`src/sv/ale_pkg.sv`:
```
// Shared field widths, command codes and status codes of the list engine.
`timescale 1ns / 1ps
`default_nettype none

package ale_pkg;

  localparam int CMD_W  = 4;
  localparam int POS_W  = 7;
  localparam int VAL_W  = 32;
  localparam int STAT_W = 3;
  localparam int IDX_W  = 6;
  localparam int TOT_W  = 48;
  localparam int CNT_W  = 7;

  typedef enum logic [CMD_W-1:0] {
    CMD_APPEND  = 4'd0,
    CMD_INSERT  = 4'd1,
    CMD_DELETE  = 4'd2,
    CMD_GET     = 4'd3,
    CMD_SET     = 4'd4,
    CMD_LSEARCH = 4'd5,
    CMD_BSEARCH = 4'd6,
    CMD_MIN     = 4'd7,
    CMD_MAX     = 4'd8,
    CMD_SUM     = 4'd9
  } cmd_e;

  typedef enum logic [STAT_W-1:0] {
    ST_OK        = 3'd0,
    ST_BAD_POS   = 3'd1,
    ST_FULL      = 3'd2,
    ST_NOT_FOUND = 3'd3,
    ST_EMPTY     = 3'd4
  } status_e;

endpackage

`default_nettype wire

```
`src/sv/ale_ram.sv`:
```
// Generic single-write, single-read RAM with a registered read port.
`timescale 1ns / 1ps
`default_nettype none

module ale_ram #(
  parameter int WIDTH = 32,
  parameter int DEPTH = 64,
  localparam int ADDR_W = $clog2(DEPTH)
) (
  input  wire logic              clk_i,
  input  wire logic              we_i,
  input  wire logic [ADDR_W-1:0] waddr_i,
  input  wire logic [WIDTH-1:0]  wdata_i,
  input  wire logic [ADDR_W-1:0] raddr_i,
  output logic      [WIDTH-1:0]  rdata_o
);

  logic [WIDTH-1:0] mem [DEPTH];

  always_ff @(posedge clk_i) begin
    if (we_i) begin
      mem[waddr_i] <= wdata_i;
    end
    rdata_o <= mem[raddr_i];
  end

endmodule

`default_nettype wire

```
`src/sv/array_list_engine_unit.sv`:
```
// Packed list engine: element memory, fill count and the command sequencer.
//
// One request on the input channel carries a command, a position and an operand.
// The request is taken while the sequencer is idle (in_stall_o low); exactly one
// response follows on the output channel with status, value, index, total and
// the element count after the command.
// Append, set and rejected commands finish in S_EXEC and go on to S_RESP; get
// reads in S_EXEC and takes the element in S_GET. Insert and delete shift the
// elements above the position, linear search, min, max and sum scan from the
// first element, and binary search alternates S_BS_RD and S_BS_CMP. The pace
// is set by the element memory, which gives one read and one write per cycle,
// so shifts and scans walk one element per cycle.
// A new request is taken the cycle after the previous result moves to the output
// register, so the sequencer works on one request at a time.
// The response sits in an output register; while the receiver stalls it holds
// still, and the next request can be taken and worked on meanwhile. A finished
// result waits in the sequencer until the output register is free.
// Reset empties the list (count zero) and drops any pending response. The
// memory itself is not cleared; only entries below the count are ever used.
`timescale 1ns / 1ps
`default_nettype none

module array_list_engine_unit #(
  parameter int CAPACITY = 64
) (
  input  wire logic                           clk_i,
  input  wire logic                           rst_ni,
  input  wire logic                           in_valid_i,
  output logic                                in_stall_o,
  input  wire logic [ale_pkg::CMD_W-1:0]      command_i,
  input  wire logic [ale_pkg::POS_W-1:0]      position_i,
  input  wire logic signed [ale_pkg::VAL_W-1:0] operand_value_i,
  output logic                                out_valid_o,
  input  wire logic                           out_stall_i,
  output logic [ale_pkg::STAT_W-1:0]          status_o,
  output logic signed [ale_pkg::VAL_W-1:0]    result_value_o,
  output logic [ale_pkg::IDX_W-1:0]           result_index_o,
  output logic signed [ale_pkg::TOT_W-1:0]    total_o,
  output logic [ale_pkg::CNT_W-1:0]           element_count_o
);

  localparam int AW   = $clog2(CAPACITY);
  localparam int CW   = $clog2(CAPACITY + 1);
  localparam int CMPW = (CW > ale_pkg::POS_W) ? CW : ale_pkg::POS_W;
  localparam int VW   = ale_pkg::VAL_W;
  localparam int TW   = ale_pkg::TOT_W;

  localparam logic [3:0] S_IDLE    = 4'd0;
  localparam logic [3:0] S_EXEC    = 4'd1;
  localparam logic [3:0] S_INS     = 4'd2;
  localparam logic [3:0] S_INS_FIN = 4'd3;
  localparam logic [3:0] S_DEL0    = 4'd4;
  localparam logic [3:0] S_DEL     = 4'd5;
  localparam logic [3:0] S_GET     = 4'd6;
  localparam logic [3:0] S_SCAN    = 4'd7;
  localparam logic [3:0] S_BS_RD   = 4'd8;
  localparam logic [3:0] S_BS_CMP  = 4'd9;
  localparam logic [3:0] S_RESP    = 4'd10;

  logic [3:0] state_q, state_d;
  logic [CW-1:0] cnt_q, cnt_d;
  logic [AW-1:0] ptr_q, ptr_d;
  logic [CW:0] lo_q, lo_d, hi_q, hi_d;

  logic [ale_pkg::CMD_W-1:0] cmd_q;
  logic [ale_pkg::POS_W-1:0] pos_q;
  logic [VW-1:0] opv_q;

  logic [ale_pkg::STAT_W-1:0] res_status_q, res_status_d;
  logic [VW-1:0] res_value_q, res_value_d;
  logic [AW-1:0] res_index_q, res_index_d;
  logic [TW-1:0] res_total_q, res_total_d;

  logic out_valid_q;
  logic out_load;

  logic ram_we;
  logic [AW-1:0] ram_waddr, ram_raddr;
  logic [VW-1:0] ram_wdata, ram_rdata;

  logic [CMPW-1:0] pos_x, cnt_x;
  logic [CW-1:0] ptr_next;
  logic ptr_more;
  logic is_full, is_empty;
  logic [CW:0] bs_sum;
  logic [CW-1:0] bs_mid;

  ale_ram #(
    .WIDTH(VW),
    .DEPTH(CAPACITY)
  ) u_store (
    .clk_i  (clk_i),
    .we_i   (ram_we),
    .waddr_i(ram_waddr),
    .wdata_i(ram_wdata),
    .raddr_i(ram_raddr),
    .rdata_o(ram_rdata)
  );

  assign pos_x    = CMPW'(pos_q);
  assign cnt_x    = CMPW'(cnt_q);
  assign is_full  = (cnt_q == CW'(CAPACITY));
  assign is_empty = (cnt_q == '0);
  assign ptr_next = CW'(ptr_q) + CW'(1);
  assign ptr_more = (ptr_next < cnt_q);
  // Both bounds are non-negative whenever the search loop still runs.
  assign bs_sum   = {1'b0, lo_q[CW-1:0]} + {1'b0, hi_q[CW-1:0]};
  assign bs_mid   = bs_sum[CW:1];
  assign out_load = (state_q == S_RESP) && (!out_valid_q || !out_stall_i);

  always_comb begin
    state_d      = state_q;
    cnt_d        = cnt_q;
    ptr_d        = ptr_q;
    lo_d         = lo_q;
    hi_d         = hi_q;
    res_status_d = res_status_q;
    res_value_d  = res_value_q;
    res_index_d  = res_index_q;
    res_total_d  = res_total_q;
    ram_we       = 1'b0;
    ram_waddr    = ptr_q;
    ram_wdata    = opv_q;
    ram_raddr    = ptr_q;

    case (state_q)
      S_IDLE: begin
        if (in_valid_i) begin
          state_d = S_EXEC;
        end
      end

      S_EXEC: begin
        res_status_d = ale_pkg::ST_OK;
        res_value_d  = '0;
        res_index_d  = '0;
        res_total_d  = '0;
        state_d      = S_RESP;
        case (cmd_q)
          ale_pkg::CMD_APPEND: begin
            if (is_full) begin
              res_status_d = ale_pkg::ST_FULL;
            end else begin
              ram_we      = 1'b1;
              ram_waddr   = AW'(cnt_q);
              cnt_d       = cnt_q + CW'(1);
              res_value_d = opv_q;
            end
          end
          ale_pkg::CMD_INSERT: begin
            if (is_full) begin
              res_status_d = ale_pkg::ST_FULL;
            end else if (pos_x > cnt_x) begin
              res_status_d = ale_pkg::ST_BAD_POS;
            end else if (pos_x == cnt_x) begin
              ram_we      = 1'b1;
              ram_waddr   = AW'(pos_q);
              cnt_d       = cnt_q + CW'(1);
              res_value_d = opv_q;
            end else begin
              // Shift up from the top element down to the insert position.
              ram_raddr = AW'(cnt_q - CW'(1));
              ptr_d     = AW'(cnt_q - CW'(1));
              state_d   = S_INS;
            end
          end
          ale_pkg::CMD_DELETE: begin
            if (pos_x >= cnt_x) begin
              res_status_d = ale_pkg::ST_BAD_POS;
            end else begin
              ram_raddr = AW'(pos_q);
              ptr_d     = AW'(pos_q);
              state_d   = S_DEL0;
            end
          end
          ale_pkg::CMD_GET: begin
            if (pos_x >= cnt_x) begin
              res_status_d = ale_pkg::ST_BAD_POS;
            end else begin
              ram_raddr = AW'(pos_q);
              state_d   = S_GET;
            end
          end
          ale_pkg::CMD_SET: begin
            if (pos_x >= cnt_x) begin
              res_status_d = ale_pkg::ST_BAD_POS;
            end else begin
              ram_we      = 1'b1;
              ram_waddr   = AW'(pos_q);
              res_value_d = opv_q;
            end
          end
          ale_pkg::CMD_LSEARCH, ale_pkg::CMD_MIN, ale_pkg::CMD_MAX,
          ale_pkg::CMD_SUM: begin
            if (is_empty) begin
              res_status_d = ale_pkg::ST_EMPTY;
            end else begin
              ram_raddr = '0;
              ptr_d     = '0;
              state_d   = S_SCAN;
            end
          end
          ale_pkg::CMD_BSEARCH: begin
            if (is_empty) begin
              res_status_d = ale_pkg::ST_EMPTY;
            end else begin
              lo_d    = '0;
              hi_d    = (CW+1)'(cnt_q) - (CW+1)'(1);
              state_d = S_BS_RD;
            end
          end
          default: begin
          end
        endcase
      end

      S_INS: begin
        ram_we    = 1'b1;
        ram_waddr = ptr_q + AW'(1);
        ram_wdata = ram_rdata;
        if (ptr_q == AW'(pos_q)) begin
          state_d = S_INS_FIN;
        end else begin
          ram_raddr = ptr_q - AW'(1);
          ptr_d     = ptr_q - AW'(1);
        end
      end

      S_INS_FIN: begin
        ram_we      = 1'b1;
        ram_waddr   = AW'(pos_q);
        cnt_d       = cnt_q + CW'(1);
        res_value_d = opv_q;
        state_d     = S_RESP;
      end

      S_DEL0: begin
        res_value_d = ram_rdata;
        if (ptr_more) begin
          ram_raddr = AW'(ptr_next);
          ptr_d     = AW'(ptr_next);
          state_d   = S_DEL;
        end else begin
          cnt_d   = cnt_q - CW'(1);
          state_d = S_RESP;
        end
      end

      S_DEL: begin
        // The element read last cycle moves down by one place.
        ram_we    = 1'b1;
        ram_waddr = ptr_q - AW'(1);
        ram_wdata = ram_rdata;
        if (ptr_more) begin
          ram_raddr = AW'(ptr_next);
          ptr_d     = AW'(ptr_next);
        end else begin
          cnt_d   = cnt_q - CW'(1);
          state_d = S_RESP;
        end
      end

      S_GET: begin
        res_value_d = ram_rdata;
        state_d     = S_RESP;
      end

      S_SCAN: begin
        ram_raddr = AW'(ptr_next);
        ptr_d     = AW'(ptr_next);
        if (!ptr_more) begin
          state_d = S_RESP;
        end
        case (cmd_q)
          ale_pkg::CMD_LSEARCH: begin
            if (ram_rdata == opv_q) begin
              res_index_d = ptr_q;
              state_d     = S_RESP;
            end else if (!ptr_more) begin
              res_status_d = ale_pkg::ST_NOT_FOUND;
            end
          end
          ale_pkg::CMD_MIN: begin
            if (ptr_q == '0 || $signed(ram_rdata) < $signed(res_value_q)) begin
              res_value_d = ram_rdata;
            end
          end
          ale_pkg::CMD_MAX: begin
            if (ptr_q == '0 || $signed(res_value_q) < $signed(ram_rdata)) begin
              res_value_d = ram_rdata;
            end
          end
          default: begin
            res_total_d = res_total_q + {{(TW-VW){ram_rdata[VW-1]}}, ram_rdata};
          end
        endcase
      end

      S_BS_RD: begin
        if ($signed(lo_q) <= $signed(hi_q)) begin
          ram_raddr = AW'(bs_mid);
          ptr_d     = AW'(bs_mid);
          state_d   = S_BS_CMP;
        end else begin
          res_status_d = ale_pkg::ST_NOT_FOUND;
          state_d      = S_RESP;
        end
      end

      S_BS_CMP: begin
        if (ram_rdata == opv_q) begin
          res_index_d = ptr_q;
          state_d     = S_RESP;
        end else if ($signed(ram_rdata) < $signed(opv_q)) begin
          lo_d    = (CW+1)'(ptr_q) + (CW+1)'(1);
          state_d = S_BS_RD;
        end else begin
          hi_d    = (CW+1)'(ptr_q) - (CW+1)'(1);
          state_d = S_BS_RD;
        end
      end

      S_RESP: begin
        if (out_load) begin
          state_d = S_IDLE;
        end
      end

      default: begin
        state_d = S_IDLE;
      end
    endcase
  end

  always_ff @(posedge clk_i or negedge rst_ni) begin
    if (!rst_ni) begin
      state_q     <= S_IDLE;
      cnt_q       <= '0;
      out_valid_q <= 1'b0;
    end else begin
      state_q <= state_d;
      cnt_q   <= cnt_d;
      if (out_load) begin
        out_valid_q <= 1'b1;
      end else if (!out_stall_i) begin
        out_valid_q <= 1'b0;
      end
    end
  end

  always_ff @(posedge clk_i) begin
    ptr_q        <= ptr_d;
    lo_q         <= lo_d;
    hi_q         <= hi_d;
    res_status_q <= res_status_d;
    res_value_q  <= res_value_d;
    res_index_q  <= res_index_d;
    res_total_q  <= res_total_d;
    if (state_q == S_IDLE && in_valid_i) begin
      cmd_q <= command_i;
      pos_q <= position_i;
      opv_q <= operand_value_i;
    end
    if (out_load) begin
      status_o        <= res_status_q;
      result_value_o  <= res_value_q;
      result_index_o  <= ale_pkg::IDX_W'(res_index_q);
      total_o         <= res_total_q;
      element_count_o <= ale_pkg::CNT_W'(cnt_q);
    end
  end

  assign in_stall_o  = (state_q != S_IDLE);
  assign out_valid_o = out_valid_q;

  a_count_bound: assert property (@(posedge clk_i) disable iff (!rst_ni)
    cnt_q <= CW'(CAPACITY))
    else $error("element count above capacity");

  a_count_step: assert property (@(posedge clk_i) disable iff (!rst_ni)
    cnt_q == $past(cnt_q) || cnt_q == $past(cnt_q) + CW'(1) ||
    cnt_q == $past(cnt_q) - CW'(1))
    else $error("element count moved by more than one");

  a_no_idle_write: assert property (@(posedge clk_i) disable iff (!rst_ni)
    ram_we |-> (state_q != S_IDLE && state_q != S_RESP))
    else $error("memory written outside command execution");

  a_resp_source: assert property (@(posedge clk_i) disable iff (!rst_ni)
    $rose(out_valid_q) |-> $past(state_q) == S_RESP)
    else $error("response raised without a finished command");

endmodule

`default_nettype wire

```
`config.mk`:
```
export PLATFORM = sky130hd
export DESIGN_NAME = array_list_engine_unit
export DESIGN_NICKNAME = d
export VERILOG_FILES = /design/src/sv/ale_pkg.sv /design/src/sv/ale_ram.sv /design/src/sv/array_list_engine_unit.sv
export SDC_FILE = /design/constraint.sdc
export NUM_CORES = 2
export LEC_CHECK = 0
export ABC_CLOCK_PERIOD_IN_PS = 9620
export CORE_MARGIN = 4
export CORE_UTILIZATION = 45
export CTS_CLUSTER_SIZE = 10
export DETAILED_ROUTE_END_ITERATION = 12
export DONT_BUFFER_PORTS = 1
export MAX_ROUTING_LAYER = met4
export PLACE_DENSITY = 0.7
export RECOVER_POWER = 50
export SLEW_MARGIN = 10
export SYNTH_ARGS = -nofsm -noshare
export SYNTH_HDL_FRONTEND = slang
export SYNTH_SLANG_ARGS = --single-unit
```
`constraint.sdc`:
```
create_clock -name clk_i -period 9.62 [get_ports clk_i]
set_clock_uncertainty 0.15 [all_clocks]
set_input_delay 1.924 -clock clk_i [delete_from_list [all_inputs] [get_ports clk_i]]
set_output_delay 1.924 -clock clk_i [all_outputs]
set_load 0.01 [all_outputs]
```
==> metrics.md <==
| Metric | Value |
|---|---|
| Area share of and/or/nand/nor cells after synthesis | 6.89% |
| Hold-fix buffers at CTS | 0 |
| Critical Path, Cell by Cell | and3_1 -> nand3_1 -> xnor2_1 -> inv_1 -> ha_1 -> a21o_1 -> a21oi_1 -> o21ai_0 -> a211oi_1 -> nand3_1 -> o21ai_0 -> and3_1 -> nand2_4 -> buf_4 -> buf_4 -> a21oi_1 -> nor4_1 -> o22ai_1 -> or3_1 |
| Cell count of the worst hold path | 0 |
| Number of library cell types mapped by synthesis | 83 |
| Number of detailed-route iterations in the first pass | 5 |
| Boundary pin count | 145 |
| Part of the cycle the worst path needs | 89.4% |
| Number of max-slew violations in the final report | 1,737 |
| Final Routed Wirelength | 267,000 µm |
| Ratio of cells with drive above 1 in the final layout | between 8 and 9% |
| Post-synth EDFFs | 2,297 |
| # rows | approximately 170 |
| Commonest cells post-synth | sky130_fd_sc_hd__edfxtp_1 (2,297), sky130_fd_sc_hd__mux2i_1 (763), sky130_fd_sc_hd__nand2_1 (656), sky130_fd_sc_hd__o22ai_1 (442), sky130_fd_sc_hd__a21oi_1 (230) |
| Clock tree sinks | 2,341 |
| Syn-to-layout area delta | 12.5% |
| Die Y | 467 µm |
| Number of nets with antenna violations after routing | 0 |
| Element type at the critical path end | register |
| Final worst path period need | 8.60 ns |
| Initial core utilization | between 40% and 50% |
| Worst R2R Path Depth | 19 |
| Area share of xor/xnor cells in the synthesized design | 0.720% |
| Actual slew at the worst max-slew pin | about 3.6 ns |
| Largest net degree at the start of global routing | 218 |
| Final GP Congestion | 0.923 |
| Global route overflow | 0 |
| Critical Path RT | 10.30 ns |
| Yosys warning total | 0 |
| Mux cell area share after synthesis | 8.05% |
| Relative slew slack | -142% |
| Footprint of the multi-input gates | about 24,000 µm² |
| Unrepaired setup endpoints after global routing | false |
| Area share of the largest cell type after synthesis | 72.7% |
| Final HPWL DP | 159,000 µm |
| Final Hold Fails | 0 |
| Sequential fraction of the synthesis area | around 74% |
| Number of maximum-capacitance violations | 29 |
| Clock latency on the worst-skew pair | 0.92 ns |
| Via-per-instance ratio | 6.13 |
| Flip-flop and latch area | 69,900 µm² |
| Type of the worst setup path | register to register |
| Antenna violations before repair | 15 |
| Share of synthesized flip-flops with an asynchronous set or reset | 0.513% |
| Yosys reg bits | between 2,000 and 2,500 |
| Combinational family with the most area after synthesis | multiplexers |
| Core area | 210,000 µm² |
| Endpoints failing setup | 0 |
| Mean area per synthesized cell | ~15 µm² |
| Buffer count from post-CTS setup fixing | 0 |
| Number of design-rule violations left by the first detailed-router iteration | 7,848 |
| Area of the die | 218,000 µm² |
| Post-synthesis instance area | 94,900 µm² |
| Net count after synthesis | 6,383 |
| GRT Util Overall | 24.6% |
| CP startpoint kind | register |
| Post-detailed-route DRC marker count | 0 |
| Cell type with the highest aggregate area in the netlist | sky130_fd_sc_hd__edfxtp_1 |
| Synth top area cells | sky130_fd_sc_hd__edfxtp_1 (73%), sky130_fd_sc_hd__mux2i_1 (8.0%), sky130_fd_sc_hd__o22ai_1 (2.9%), sky130_fd_sc_hd__nand2_1 (2.6%), sky130_fd_sc_hd__ha_1 (1.9%) |
| FF-to-FF setup slack | 1.02 ns |
| Clock root buffer | sky130_fd_sc_hd__clkbuf_16 |
| Violated checks | max-capacitance violations, max-slew violations |
| Reg-to-reg startpoint | ptr_q[4] |
| Drt wl/cell | 28.9 µm |
| Resized Gates After CTS | 0 |
| Min-Delay Path Class | register to register |
| Post-Route Utilization | 50.9% |
| Die width | around 470 µm |
| Min-Delay Endpoint | total_o[36] |
| Cell with the most instances after synthesis | sky130_fd_sc_hd__edfxtp_1 |
| Minimum setup slack in the final design | 1.02 ns |
| Slowest cell on crit path | sky130_fd_sc_hd__and3_1 |
| Wire length of the first global-routing pass | 382,000 µm |
| Number of buffer and inverter stages on the critical path | 3 |
| Share of synthesized cell area in full adder, half adder and majority cells | 1.93% |
| Reg-to-reg critical path endpoint | u_store.rdata_o[14] |
| # fillers | 16,893 |
| TritonCTS Buffers | roughly 290 |
| Crit-path max FO | 41 |
| Worst slack after detailed placement | about 1.7 ns |
| Peak Freq | ~120 MHz |
| Via count of the first global-routing pass | around 54,000 |
| Clock-pin slew on the worst setup and hold paths | ~0.050 ns |
| Maximum cell stage delay along the critical path | 1.10 ns |
| Most used DFF post-synth | sky130_fd_sc_hd__edfxtp_1 |
| Total number of nets in the final design | 6,525 |
| Synthesized-area fraction occupied by ao, oa, aoi and oai cells | 6.72% |
| Port buffer count | 0 |
| Via count | 56,706 |
| Worst path top cell family by delay | compound AO/OA/AOI/OAI gates |
| Aggregate negative setup slack | 0 ns |
| Worst Min Path Start | res_total_q[36] |
| Critical path data arrival time | 9.28 ns |
| CTS tree | yes |
| Outcome | finished, violations left |
| Mapped Cells | 6,191 |
| H-tree Lvls | 5 |
| Deepest clock path buffer count | 4 |
[cell families after synthesis]
logic type	Yosys count
multiplexers	763
AO/OA/AOI/OAI	1002
flip-flops	2341
buffers and inverters	433
adder cells (fa/ha/maj)	145
AND/OR/NAND/NOR	1429
XOR/XNOR	78
[metrics by stage]
step	hold slack, ns	std cells	area (µm²)
after floorplan	0.250	6191	94900
after global placement	0.266	8849	99300
after detailed placement	0.269	8849	99300
after CTS	0.280	9235	107000
after global routing	0.298	9244	107000
final	0.277	9248	107000
[placed cells by master, fill, tap and decap left out, types with 126 or more instances in the layout]
cell type and count:
sky130_fd_sc_hd__buf_4 129, sky130_fd_sc_hd__mux2i_1 763, sky130_fd_sc_hd__o22ai_1 442, sky130_fd_sc_hd__clkbuf_16 294, sky130_fd_sc_hd__edfxtp_1 2297, sky130_fd_sc_hd__nand2_1 648
sky130_fd_sc_hd__nor4_1 126, sky130_fd_sc_hd__a21oi_1 228, sky130_fd_sc_hd__nand3_1 177, sky130_fd_sc_hd__ha_1 143, sky130_fd_sc_hd__nor2_1 165
[worst max path at each step]
stage,cells after the start,from,endpoint,slack (ns)
final,19,ptr_q[4],u_store.rdata_o[14],1.02
after global routing,19,ptr_q[4],u_store.rdata_o[14],0.75
after CTS,19,ptr_q[4],u_store.rdata_o[14],1.69
after detailed placement,19,ptr_q[4],u_store.rdata_o[14],1.68
after global placement,19,ptr_q[4],u_store.rdata_o[14],1.67
after floorplan,1,out_stall_i,element_count_o[0],2.31
[state kept, by name, summed over array words and instances (netlist names), 6 cells and up]
register         cells
u_store.mem       2048
res_total_q         48
total_o             48
opv_q               32
res_value_q         32
result_value_o      32
u_store.rdata_o     32
hi_q                 8
cnt_q                7
element_count_o      7
lo_q                 7
pos_q                7
ptr_q                6
res_index_q          6
result_index_o       6
[final cells by class]
| class | instances | share of cell area (%) |
|---|---|---|
| antenna | 13 | 0.0305 |
| clock buffer | 374 | 7.18 |
| clock inverter | 12 | 0.137 |
| inverter | 112 | 0.394 |
| multi-input combinational | 3417 | 22.3 |
| sequential | 2341 | 65.5 |
| tap | 2805 | 3.29 |
| timing repair buffer | 174 | 1.20 |
[per-layer routing]
| layer | vias up | part of all wire [%] | GRT usage (%) |
|---|---|---|---|
| met5 | - | 0 | - |
| met4 | 0 | 3.6 | 8.27 |
| met3 | 566 | 11 | 5.03 |
| met2 | 3404 | 46 | 37.2 |
| met1 | 28472 | 39 | 33.3 |
| li1 | 24264 | - | - |
Power is left out: the tool's default activity adds up to more than one toggle a clock period on the data nets, which glitch-free logic cannot reach.
